[config.mk]
export PLATFORM = sky130hd
export DESIGN_NAME = pcm_mix_ram
export DESIGN_NICKNAME = d
export VERILOG_FILES = /design/src/design/pcm_mix_ram.sv
export SDC_FILE = /design/constraint.sdc
export NUM_CORES = 2
export LEC_CHECK = 0
export BUFFER_PORTS_ARGS = -buffer_cell sky130_fd_sc_hd__buf_2
export CORE_MARGIN = 1.5
export CORE_UTILIZATION = 55
export CTS_BUF_LIST = sky130_fd_sc_hd__clkbuf_16
export DETAILED_ROUTE_END_ITERATION = 8
export GPL_TIMING_DRIVEN = 0
export HOLD_SLACK_MARGIN = 0.06
export PLACE_DENSITY = 0.71
export SYNTH_ARGS = -nofsm -noshare
export SYNTH_HDL_FRONTEND = slang
export SYNTH_SLANG_ARGS = --single-unit
[constraint.sdc]
create_clock -name clk -period 3 [get_ports clk]
set_input_delay 0.45 -clock clk [delete_from_list [all_inputs] [get_ports clk]]
set_output_delay 0.45 -clock clk [all_outputs]
set_load 0.01 [all_outputs]
[src/design/pcm_mix_ram.sv]
// Generic simple dual-port RAM with one write port and a registered read port.
module pcm_mix_ram #(
  parameter int WIDTH = 8,
  parameter int DEPTH = 256
) (
  input  logic                     clk,
  input  logic                     we,
  input  logic [$clog2(DEPTH)-1:0] waddr,
  input  logic [WIDTH-1:0]         wdata,
  input  logic [$clog2(DEPTH)-1:0] raddr,
  output logic [WIDTH-1:0]         rdata
);

  logic [WIDTH-1:0] mem [DEPTH];
  logic [WIDTH-1:0] rdata_r;

  // Write and registered read.
  always_ff @(posedge clk) begin
    if (we) begin
      mem[waddr] <= wdata;
    end
    rdata_r <= mem[raddr];
  end

  assign rdata = rdata_r;

endmodule

==> run_results.csv <==
group,metric,value,unit
sta,fmax,307,MHz
outcome,violations,"DRC, capacitance limit, slew limit, setup timing",
cts,cts_tree,"done",
critical_path,cp.depth,6,
grt,grt_overflow,0,
critical_path,critPathMaxStageDelay,0.74,ns
critical_path,cp_top_family,"buffers and inverters",
floorplan,start_util,55.4,%
sta,slew_headroom,-11.8,%
cts,cts_buffers,198,
critical_path,critPathArrivalTime,3.72,ns
sta,hold_viol_final,0,
floorplan,rows,139,
synthesis,synth_seq_cells,2056,
sta,setup_viol,568,
grt,antenna_found_initial,10,
synthesis,syn-cell-area,79600,um2
grt,grt_pass1_vias,40500,
cells_and_area,drive_gt1_share,26.5,%
detailed_routing,post_drt_wl_per_cell,37.9,um
critical_path,crit_fanout,10,
detailed_routing,vias,41900,
synthesis,yosysUniqueCellTypes,55,
synthesis,syn-num-nets,3759,
grt,grt_pass1_wl,317,mm
critical_path,cp-end-kind,"register",
cts,clk_path_buf_depth,3,
min_path,min_path_cells,1,
cts,path_clk_slew,0.06,ns
cts,root_buffer,"clkbuf_16",
sta,fin_crit,3.26,ns
detailed_routing,final_antenna_net_count,0,
floorplan,boundaryPins,34,
pwr,p_per_area,655,nW/um2
floorplan,dieHeight,383,um
sta,tightestPinTransition,1.68,ns
critical_path,crit_top_cell,"clkbuf_1",
detailed_routing,dr.first_iter.drc_count,7213,
synthesis,synth_edf_count,2048,
placement,gp_congestion,1.05,
synthesis,synthCells,3733,
synthesis,yosysSeqAreaShare,77.5,%
critical_path,worst_path_max_delay_cell,"clkbuf_2",
outcome,status,"finished, violations left",
cts,cts_max_level,4,
sta,fin_worst_skew,0.0312,ns
critical_path,cp_cell_sequence,"clkbuf_1 -> nor2b_1 -> clkbuf_1 -> nand3_1 -> clkbuf_2 -> nor2_2",
cells_and_area,multi_input_comb_area,17100,um2
synthesis,synth_ff_type,"edfxtp_1",
sta,finalSetupTns,-60.43,ns
cells_and_area,areaGrowthSynthToFinish,12.6,%
floorplan,die_area,147000,um2
detailed_routing,drt_wl_total,230,mm
detailed_routing,drt-pass1-iter-count,9,
critical_path,startpoint_type,"primary input",
sta,rsz0062_at_grt,"yes",
critical_path,path_buf_inv,3,
cells_and_area,nNetsFinal,4034,
cts,worstSkewPairLatency,0.86,ns
sta,fin_crit_sh,109,%
cts,clock_sinks,2056,
floorplan,core-area,144000,um2
placement,dp_worst_setup_slack,-2.11,ns
critical_path,crit_type,"primary input to register",
grt,grt_max_degree,168,
grt,grt_util_all_layers,31.6,%
sta,drv_slew,22,
synthesis,async_reset_ff_share,0,%
detailed_routing,drt-vias-per-instance,6.90,
critical_path,cp.required,3.46,ns
pwr,power.leakage,0.0279,uW
cells_and_area,register_area,61700,um2
synthesis,ys.warnings.count,0,
critical_path,reg2reg_depth,6,
min_path,min_path_type,"primary input to register",
placement,post-dp-hpwl,153,mm
floorplan,die_w,383,um
sta,setup_slack,-0.257,ns
synthesis,syn_avg_cell_area,21.3,um2
detailed_routing,drc,4,
placement,io_buffers,26,
flow_run,maxCapViolCount,2,
pwr,vdd_drop_max,0.568,mV
cells_and_area,final.fill_count,9670,
[cell usage after synthesis (3+ instances only)]
library cell / number / area, um2
buf_4: 27 / 203
o211ai_1: 10 / 75.1
a221oi_1: 13 / 114
mux2i_1: 134 / 1340
o22ai_1: 28 / 175
a22o_1: 8 / 70.1
a22oi_1: 133 / 998
and2_1: 6 / 37.5
buf_6: 21 / 236
nand3_1: 34 / 170
or2_2: 4 / 25.0
clkbuf_1: 111 / 417
o32ai_1: 4 / 35.0
buf_12: 8 / 160
nor3_1: 22 / 110
a211oi_1: 16 / 120
nand4_1: 10 / 62.6
buf_1: 22 / 82.6
o22a_1: 5 / 43.8
edfxtp_1: 2048 / 61500
o221ai_1: 46 / 403
buf_2: 31 / 155
nand2b_1: 8 / 50.1
nand2_1: 33 / 124
o21ai_0: 10 / 50.1
a21oi_1: 96 / 480
nor2_1: 282 / 1060
mux4_2: 454 / 10200
buf_8: 13 / 195
nor4_2: 3 / 37.5
nor4_1: 24 / 150
nor2b_1: 31 / 194
dfxtp_1: 8 / 160
[layer usage]
layer | global-route usage (%) | share of wire (%) | vias up | wire length [um]
met3 | 11.5 | 15 | 568 | 35100
met1 | 43.0 | 35 | 21600 | 80600
met2 | 45.9 | 44 | 3456 | 102000
li1 | - | - | 16300 | -
met5 | 0 | 0.043 | - | 99
met4 | 15.2 | 5.5 | 14 | 12700
[cell families (layout without fill, tap and decap cells)]
kind of cell / Yosys count / after routing / synth area share (%)
AOI/OAI and AO/OA: 385 / 385 / 3.42
buffers and inverters: 235 / 665 / 1.83
DFF: 2056 / 2056 / 77.5
muxes: 591 / 591 / 14.6
other: 0 / 4 / 0
and+or+nand+nor: 466 / 466 / 2.63
[through the flow]
stage | power (uW) | utilization, % | instance area, um2 | std cells | hold slack (ns)
2_1_floorplan | 33800 | - | 79600 | 3733 | 0.549
3_3_place_gp | 35500 | 57.1 | 82100 | 5662 | 0.851
3_5_place_dp | 35500 | 57.5 | 82500 | 5679 | 0.842
4_1_cts | 58500 | 62.2 | 89300 | 6062 | 0.0936
5_1_grt | 59800 | 62.4 | 89600 | 6066 | 0.0958
6_report | 58700 | 62.4 | 89600 | 6070 | 0.108
[path summary, 6_finish.rpt]
kind / from / to / slack, ns
max: waddr[0] / mem[37][4] / -0.26
min: wdata[6] / mem[82][6] / 0.11
min reg2reg: mem[33][5] / rdata[5] / 1.33
max reg2reg: mem[211][3] / rdata[3] / 0.13
[where the power goes]
part | internal, uW | leakage, uW | switching (uW)
combinational | 1080 | 0.00624 | 2410
sequential | 31700 | 0.0185 | 20.9
clock | 12900 | 0.00315 | 10600
[layout by cell type (no fill, tap or decap), drive strengths merged, types with 33 or more instances in the layout]
cell    instances
mux4          456
edfxtp       2048
nand3          34
nand2          33
o221ai         47
a21oi          96
clkinv         84
clkbuf        304
nor2          282
inv            60
buf           194
a22oi         133
mux2i         134
[timing repair]
action	4_1_cts	5_1_grt
resized for setup	134	125
hold buffers	2	0
endpoints found under the setup margin	367	904
pin swaps	20	7
buffers inserted	28	6
hold endpoints to repair	9	0
[final cells by class]
type,instances,share of cell area (%)
Antenna cell,4,0.0112
Buffer,229,1.76
Clock buffer,199,5.56
Clock inverter,156,1.15
Inverter,2,0.0126
Multi-Input combinational cell,1442,19.1
Sequential cell,2056,68.8
Tap cell,1903,2.66
Timing Repair Buffer,79,0.944
[flip-flops by register name, summed over array words and instances, names as in the netlist]
register / count
mem: 2048
rdata: 8
(Power assumes the default switching activity.)
