File: src/design/pcm_mix_pkg.sv
// Shared constants, types and codes of the multi-voice PCM mixer.
package pcm_mix_pkg;

  // Voice table depth and sample memory depth (a power of two).
  localparam int VOICE_COUNT  = 16;
  localparam int SAMPLE_DEPTH = 65536;

  // Widths fixed by the word fields.
  localparam int ADDR_IN_W = 16;
  localparam int LEN_W     = 17;
  localparam int GAIN_W    = 8;
  localparam int BYTE_W    = 8;
  localparam int MASK_W    = 16;

  // Derived widths.
  localparam int VIDX_W  = (VOICE_COUNT > 1) ? $clog2(VOICE_COUNT) : 1;
  localparam int VCNT_W  = $clog2(VOICE_COUNT + 1);
  localparam int SADDR_W = $clog2(SAMPLE_DEPTH);
  localparam int SUM_W   = ((SADDR_W > LEN_W) ? SADDR_W : LEN_W) + 1;
  localparam int PROD_W  = 17;
  localparam int ACC_W   = BYTE_W + VCNT_W;

  // One entry of the voice table.
  typedef struct packed {
    logic [ADDR_IN_W-1:0] base;
    logic [LEN_W-1:0]     vend;
    logic [LEN_W-1:0]     pos;
    logic [GAIN_W-1:0]    gain;
  } voice_entry_t;

  localparam int VENT_W = $bits(voice_entry_t);

  // Item modes.
  typedef enum logic [1:0] {
    MODE_LOAD  = 2'd0,
    MODE_START = 2'd1,
    MODE_MIX   = 2'd2,
    MODE_STOP  = 2'd3
  } mode_t;

  // Sequencer states.
  typedef enum logic [1:0] {
    ST_IDLE,
    ST_MIX,
    ST_DONE
  } state_t;

  // Control from the sequencer to the multiply-accumulate unit.
  typedef struct packed {
    logic              clr;
    logic              act;
    logic [GAIN_W-1:0] gain;
  } mac_ctl_t;

endpackage

File: src/design/pcm_mix_acc.sv
// Scale, divide by 255 and accumulate unit of the mixer, with output clamp.
module pcm_mix_acc (
  input  logic                          clk,
  input  logic                          rst_n,
  input  pcm_mix_pkg::mac_ctl_t         ctl,
  input  logic [pcm_mix_pkg::BYTE_W-1:0] smp,
  output logic [pcm_mix_pkg::BYTE_W-1:0] mix,
  output logic                          pend
);
  import pcm_mix_pkg::*;

  logic                     s3_act_r;
  logic signed [PROD_W-1:0] prod_r;
  logic signed [PROD_W-1:0] prod_nxt;
  logic signed [ACC_W-1:0]  acc_r;
  logic signed [ACC_W-1:0]  acc_nxt;
  logic signed [PROD_W-1:0] sdiff;
  logic signed [PROD_W-1:0] gain_x;
  logic [PROD_W-1:0]        mag;
  logic [BYTE_W-1:0]        quo;
  logic signed [ACC_W-1:0]  quo_s;
  logic signed [ACC_W-1:0]  acc_off;

  // Floor of m / 255 for m below 32768, by the reciprocal 257 / 65536.
  function automatic logic [BYTE_W-1:0] div255(input logic [14:0] m);
    logic [15:0] t;
    t = 16'(m) + 16'(m >> 8) + 16'd1;
    return t[15:8];
  endfunction

  // Centered sample times gain.
  always_comb begin
    sdiff    = PROD_W'($signed({1'b0, smp})) - PROD_W'(128);
    gain_x   = $signed(PROD_W'(ctl.gain));
    prod_nxt = sdiff * gain_x;
  end

  // Divide the product by 255, truncating toward zero, and accumulate.
  always_comb begin
    mag   = prod_r[PROD_W-1] ? PROD_W'(-prod_r) : PROD_W'(prod_r);
    quo   = div255(mag[14:0]);
    quo_s = prod_r[PROD_W-1] ? -$signed(ACC_W'(quo)) : $signed(ACC_W'(quo));
    if (ctl.clr) begin
      acc_nxt = '0;
    end else if (s3_act_r) begin
      acc_nxt = acc_r + quo_s;
    end else begin
      acc_nxt = acc_r;
    end
  end

  always_ff @(posedge clk) begin
    if (!rst_n) begin
      s3_act_r <= 1'b0;
    end else begin
      s3_act_r <= ctl.act;
    end
    if (ctl.act) begin
      prod_r <= prod_nxt;
    end
    acc_r <= acc_nxt;
  end

  // Clamp to -128..127 and offset by 128.
  always_comb begin
    acc_off = acc_r + ACC_W'(128);
    if (acc_r > ACC_W'(127)) begin
      mix = 8'hFF;
    end else if (acc_r < -ACC_W'(128)) begin
      mix = 8'h00;
    end else begin
      mix = acc_off[BYTE_W-1:0];
    end
  end

  assign pend = ctl.act || s3_act_r;

endmodule

File: config.mk
export PLATFORM = sky130hd
export DESIGN_NAME = pcm_mix_acc
export DESIGN_NICKNAME = d
export VERILOG_FILES = /design/src/design/pcm_mix_pkg.sv /design/src/design/pcm_mix_acc.sv
export SDC_FILE = /design/constraint.sdc
export NUM_CORES = 1
export LEC_CHECK = 0
export CAP_MARGIN = 20
export CORE_MARGIN = 1.5
export CORE_UTILIZATION = 55
export CTS_BUF_LIST = sky130_fd_sc_hd__clkbuf_2
export DETAILED_ROUTE_END_ITERATION = 8
export DONT_BUFFER_PORTS = 1
export GPL_ROUTABILITY_DRIVEN = 0
export GPL_TIMING_DRIVEN = 1
export PLACE_DENSITY_LB_ADDON = 0.1
export SETUP_SLACK_MARGIN = 0.3
export SLEW_MARGIN = 20
export SYNTH_ARGS = -nofsm -noshare
export SYNTH_HDL_FRONTEND = slang
export SYNTH_SLANG_ARGS = --single-unit
File: constraint.sdc
create_clock -name clk -period 7.5 [get_ports clk]
set_input_delay 0.375 -clock clk [delete_from_list [all_inputs] [get_ports clk]]
set_output_delay 0.375 -clock clk [all_outputs]
set_load 0.005 [all_outputs]
==> key figures, run 1 <==
Status
  – Outcome: finished clean

Worst setup path
  – Slowest cell delay on critical path: 0.52 ns
  – Crit path launch type: register
  – CP Class: register to register
  – Worst R2R Start: prod_r[0]
  – Peak fanout along the critical path: 7
  – Crit path to: acc_r[12]
  – WP data arrival: 6.98 ns
  – Cell count along the critical path: 26
  – Reg2Reg Setup Slack: 0.81 ns
  – CP delay by family, top: simple AND/OR/NAND/NOR gates
  – CP max-delay cell: or4_1
  – Worst Setup SP: prod_r[0]
  – R2R cell count: 26
  – CP Data Required Time: between 7 and 8 ns
  – CP endpoint kind: register
  – Worst path most repeated cell: ha_1
  – Worst Path Buf+Inv: 4
  – Reg2reg end: acc_r[12]

Synth
  – Synth warnings: 0
  – Ranking of synthesized cells by area: fa_1 22%, ha_1 14%, edfxtp_1 9.7%
  – Syn Nets: ~690
  – Post-synth EDFFs: 16
  – Post-synthesis cell area: between 4000 and 5000 sq um
  – Ys async rst share: 0%
  – Synth Register Bits: 30
  – Count of cell types in the netlist: 54
  – Cells after synthesis: 558
  – Largest area contributor in the netlist: fa_1
  – Post-synthesis sequential area ratio: between 10% and 20%
  – Avg Inst Size Synth: 8.85 sq um
  – Synth Flop Type: edfxtp_1
  – Yosys top cell area share: 22.3%

Layout
  – Layout cells sized above 1: 4.47%
  – Ant. Diodes: 0
  – Filler cells: 794
  – Fin cells: 667
  – Nets@finish: 687
  – P&R area growth vs syn: 3.50%
  – Commonest non-fill, non-tap cells in the layout: 99 x inv_1, 55 x fa_1, 54 x ha_1, 40 x and2_1, 35 x nor2_1
  – Most common cell after layout, fill and taps aside: inv_1

STA
  – Setup TNS: 0 ns
  – Final setup vio count: 0
  – Slew HR: 38.5%
  – Max Slew Vio Count: 0
  – Min Tclk post-route: 6.69 ns
  – Hold violation count in the final report: 0
  – Period utilization: 89.3%
  – Setup ws final: 0.805 ns
  – RSZ-0062 raised after global routing: no
  – Fmax: approximately 150 MHz
  – Skew final: 0.0177 ns
  – Worst Tran Pin Value: 0.922 ns

Placement
  – Number of I/O port buffers: 0
  – Worst slack, placed: roughly 0.65 ns
  – DPL Wire Length: 7800 microns
  – Placed cell count: between 600 and 700

Drt
  – Drt drc: 0
  – Avg WL per Cell: approximately 14 microns
  – Pre-antenna DRT Iters: 4
  – Total wire length: 9270 microns
  – Vias: 3661
  – Vias per cell: 5.49
  – Routed Antenna Nets: 0
  – Initial DRC count: 104

Flow run
  – Max-cap violations: 0

Die
  – Core area: 8720 sq um
  – Rows: 34
  – Die height: 97.7 microns
  – Die W: 97.7 microns
  – IO Pins: 29
  – Die footprint: 9550 sq um
  – Initial Utilization: 56.6%

Clock network
  – Clk_lat worst skew: 0.38 ns
  – CTS max path bufs: 2
  – Clk slew on worst S/H paths: 0.18 ns
  – Clk sink count: 30
  – CTS buffer count: 5
  – CTS tree: done
  – CTS root buf: clkbuf_2
  – Htree depth: 2

Pwr
  – Power Density: 463 nW/um^2
  – Leak: 0.00240 uW
  – VDD IR-drop max: 0.159 mV

Global route
  – Number of global-route vias before repair: 3716
  – Tot GR Track Use: 20.4%
  – Grt ovf: 0
  – Initial antenna violation count: 0
  – First-pass GRT wire length: 16300 microns
  – Largest net degree at the start of global routing: 30

Hold path
  – Worst Hold Class: input port to register
## cells in the mapped netlist (all sizes together) (2+ instances only)
master	instances
or3	4
o21ai	17
nand2b	6
nor3b	2
or2	6
nand4	5
xor2	7
a21oi	17
o21bai	4
nor4	4
dfxtp	14
o41ai	5
or4	7
fa	55
xnor2	34
and2	40
nand2	30
o311ai	2
ha	54
o211ai	2
or4b	2
inv	100
mux2i	11
nor2b	7
nand3	6
nor2	35
a21o	3
nor3	16
edfxtp	16
a31oi	5
clkbuf	4
buf	6
o21a	12
o31ai	8
a211oi	2
## flip-flops by register name, indices dropped and copies added, names as in the netlist
signal / cells
prod_r: 16
acc_r: 13
s3_act_r: 1
## cell type report
class | instances | area, sq um | share of cell area (%)
Tap cell | 108 | 135 | 2.65
Clock buffer | 5 | 25.0 | 0.490
Inverter | 100 | 375 | 7.35
Multi-Input combinational cell | 418 | 3770 | 73.9
Clock inverter | 3 | 16.3 | 0.318
Timing Repair Buffer | 3 | 22.5 | 0.441
Sequential cell | 30 | 761 | 14.9
## worst min path at each step
stage | start | to | slack [ns] | cells past startpoint
floorplan | acc_r[2] | acc_r[2] | 0.48 | 2
global placement | ctl[9] | acc_r[3] | 0.45 | 1
detailed placement | ctl[9] | acc_r[3] | 0.45 | 1
CTS | ctl[9] | acc_r[4] | 0.01 | 1
global route | ctl[9] | acc_r[10] | 0.009 | 1
finish | ctl[9] | acc_r[3] | 0.03 | 1
## per-layer routing
metal  up-vias  GRT usage, %  wire length (microns)
li1       1848             -                      -
met5         -             0                      0
met3         6          2.43                    323
met2        70          38.2                   4750
met4         0          4.73                     82
met1      1737          24.9                   4110
## cell families (layout without fill, tap and decap cells)
kind of cell               count (synthesis)  after routing  synth area share (%)
DFF                                       30             30                  15.4
adders and majority gates                109            109                  36.0
xor gates and xnor gates                  41             41                  7.28
muxes                                     11             11                  2.23
AOI/OAI and AO/OA                         84             84                  11.8
and+or+nand+nor                          173            173                  18.7
buffers and inverters                    110            111                  8.57
## power breakdown
group          switching [uW]  total, uW  leakage [uW]  internal [uW]
Sequential               90.4        369      0.000271            278
Clock                    61.8       83.0     0.0000264           21.2
Combinational            1040       1910       0.00210            868
## stage by stage
stage / utilization, % / hold WS [ns] / power [uW] / instance area (sq um)
after floorplan: - / 0.479 / 1900 / 4940
after global placement: 57.7 / 0.450 / 2200 / 5030
after detailed placement: 57.7 / 0.452 / 2240 / 5030
after CTS: 58.2 / 0.0141 / 2340 / 5070
after global routing: 58.6 / 0.00875 / 2670 / 5110
final: 58.6 / 0.0301 / 2360 / 5110
## timing repair
| action | 4_1_cts | 5_1_grt |
|---|---|---|
| setup endpoints to repair | 0 | 1 |
| resized for setup | 0 | 5 |
| setup buffers | 0 | 2 |
| hold buffers | 0 | 0 |
## worst register-to-register path: cells and delay by family, from the launching register on
family | cells | cell delay (ns)
muxes | 1 | 0.19
adders and majority gates | 4 | 0.96
buffers and inverters | 4 | 0.45
and+or+nand+nor | 5 | 2.26
DFF | 1 | 0.48
xor gates and xnor gates | 3 | 0.55
AOI/OAI and AO/OA | 9 | 1.73
Note: power is estimated with default switching activity, not from simulation.
==> run 2: changes to the inputs <==
--- a/config.mk
+++ b/config.mk
@@ -7,13 +7,13 @@
 export LEC_CHECK = 0
 export CAP_MARGIN = 20
 export CORE_MARGIN = 1.5
-export CORE_UTILIZATION = 55
+export CORE_UTILIZATION = 60
 export CTS_BUF_LIST = sky130_fd_sc_hd__clkbuf_2
 export DETAILED_ROUTE_END_ITERATION = 8
 export DONT_BUFFER_PORTS = 1
 export GPL_ROUTABILITY_DRIVEN = 0
-export GPL_TIMING_DRIVEN = 1
 export PLACE_DENSITY_LB_ADDON = 0.1
+export RECOVER_POWER = 50
 export SETUP_SLACK_MARGIN = 0.3
 export SLEW_MARGIN = 20
 export SYNTH_ARGS = -nofsm -noshare
==> key figures, run 2 (synthesis results as in run 1) <==
Drt
  – Initial DRC count: 110
  – Vias: 3753
  – Avg WL per Cell: ~14 microns
  – Vias per cell: approximately 5.7
  – Total wire length: 9390 microns
  – Pre-antenna DRT Iters: 4
  – Routed Antenna Nets: 0
  – Drt drc: 0

Pwr
  – Clock Power Share: 3.4%
  – Combinational Power Share: about four fifths
  – VDD IR-drop max: between 0.15 and 0.2 mV
  – Power Density: 462 nW/um^2
  – Leak: 0.00239 uW
  – P_int: between 1000 and 1500 uW
  – Seq pwr share: 15.7%
  – Sw frac: about 51%
  – Switching power total: around 1200 uW

Layout
  – Fin util: 64.8%
  – Biggest regs: prod_r: 16 flops, acc_r: 13 flops, s3_act_r: 1 flops
  – P&R area growth vs syn: 3.04%
  – Nets@finish: around 690
  – Commonest non-fill, non-tap cells in the layout: 99 x inv_1, 55 x fa_1, 54 x ha_1, 38 x and2_1, 35 x nor2_1
  – Most flops, register: prod_r
  – Filler cells: 683
  – Ant. Diodes: 0
  – Max reg flops: 16
  – Most common cell after layout, fill and taps aside: inv_1
  – Layout cells sized above 1: under 10%

Clock network
  – Clk slew on worst S/H paths: between 0.15 and 0.2 ns
  – CTS root buf: clkbuf_2
  – CTS max path bufs: 2
  – CTS tree: done
  – Clk sink count: 30
  – CTS buffer count: 5
  – Clk_lat worst skew: 0.37 ns
  – Htree depth: 2

Worst setup path
  – CP endpoint kind: register
  – Reg2Reg Setup Slack: about 0.69 ns
  – Peak fanout along the critical path: 7
  – Crit path launch type: register
  – WP data arrival: 7.08 ns
  – CP Data Required Time: just under 8 ns
  – CP Class: register to register

Global route
  – Largest net degree at the start of global routing: 30
  – Number of global-route vias before repair: 3788
  – Grt ovf: 0
  – Initial antenna violation count: 0
  – First-pass GRT wire length: 16400 microns
  – Tot GR Track Use: 23.3%

STA
  – Period utilization: 90.8%
  – Skew final: about 0.036 ns
  – Min Tclk post-route: about 6.8 ns
  – Hold violation count in the final report: 0
  – Worst Tran Pin Value: 0.889 ns
  – RSZ-0062 raised after global routing: no
  – Fmax: approximately 150 MHz
  – Setup TNS: 0 ns
  – Final setup vio count: 0
  – Max Slew Vio Count: 0
  – Slew HR: 40.7%

Hold path
  – Worst Hold Class: input port to register

Flow run
  – Max-cap violations: 0

Die
  – Core area: 7850 sq um
  – Initial Utilization: between 60% and 70%
  – Die height: 93.7 microns
  – IO Pins: 29
  – Rows: 32
  – Die W: 93.7 microns
  – Die footprint: 8780 sq um

Placement
  – DPL Wire Length: 7960 microns
  – Number of I/O port buffers: 0

Status
  – Outcome: finished clean
-- run 2: cell types whose count changed in the layout (fill, tap and decap cells not counted) --
cell | previous run | this run
and2_0 | 0 | 2
and2_1 | 40 | 38
buf_4 | 3 | 2
dlygate4sd3_1 | 0 | 1
nor2b_1 | 6 | 7
nor2b_2 | 1 | 0
o311ai_0 | 1 | 2
o311ai_1 | 1 | 0
o41ai_1 | 3 | 4
o41ai_2 | 1 | 0
xor2_1 | 6 | 7
xor2_2 | 1 | 0
-- run 2: worst paths after layout --
kind                                start        end  depth (start not counted)
worst max-delay path            prod_r[1]  acc_r[12]                         26
worst min-delay path               ctl[9]   acc_r[2]                          1
worst max register to register  prod_r[1]  acc_r[12]                         26
worst min register to register   acc_r[2]   acc_r[2]                          2
-- run 2: final cells by class --
| class | instances | area, sq um | area share [%] |
|---|---|---|---|
| flip-flops and latches | 30 | 761 | 15.0 |
| well taps | 102 | 128 | 2.51 |
| multi-input cells | 418 | 3760 | 73.8 |
| clock buffers | 5 | 25.0 | 0.492 |
| clock inverters | 3 | 16.3 | 0.320 |
| repair buffers | 3 | 25.0 | 0.492 |
| inverters | 100 | 375 | 7.38 |
-- run 2: stage by stage --
stage	hold slack [ns]	total power [uW]	instance area, sq um	setup WS, ns	std cells
after detailed placement	0.451	2250	5020	0.735	651
after global routing	0.00537	2640	5090	0.294	661
after CTS	0.0268	2340	5060	0.710	659
after floorplan	0.479	1900	4940	1.09	558
final	0.0461	2350	5090	0.690	661
after global placement	0.449	2190	5020	0.961	651
-- run 2: layer usage --
metal  up-vias  GRT usage, %  wire length, microns
li1       1855             -                     -
met4         0          8.08                   203
met3        22          3.24                   402
met5         -             0                     0
met2        91          43.2                  4770
met1      1785          27.4                  4010
-- run 2: power groups by stage --
| stage | clock, uW | combinational, uW | sequential [uW] |
|---|---|---|---|
| 5_1_grt | 93.2 | 2160 | 382 |
| 4_1_cts | 83.1 | 1890 | 367 |
| 3_3_place_gp | 0 | 1820 | 366 |
| 6_report | 79.4 | 1900 | 368 |
| 2_1_floorplan | 0 | 1580 | 326 |
| 3_5_place_dp | 0 | 1880 | 371 |
-- run 2: timing repair --
| item | in CTS | in global routing |
|---|---|---|
| endpoints found under the hold margin | 0 | 4 |
| resized for setup | 0 | 1 |
| hold buffers | 0 | 1 |
| buffers inserted | 0 | 1 |
| endpoints found under the setup margin | 0 | 1 |
-- run 2: critical path: stages, from the launching register on --
cell      delay [ns]
edfxtp_1        0.46
inv_1           0.10
ha_1            0.15
or3b_1          0.50
o31ai_2         0.25
xor2_1          0.31
inv_2           0.09
ha_1            0.33
a21oi_1         0.17
o21ai_0         0.13
or4_1           0.40
o211ai_1        0.36
xnor2_1         0.20
inv_1           0.07
ha_1            0.23
or4_1           0.52
a31oi_1         0.22
xnor2_1         0.12
ha_1            0.25
or3_1           0.38
o21ai_0         0.14
o31ai_1         0.14
o41ai_1         0.25
buf_4           0.19
mux2i_1         0.19
o31ai_1         0.09
or4b_1          0.48
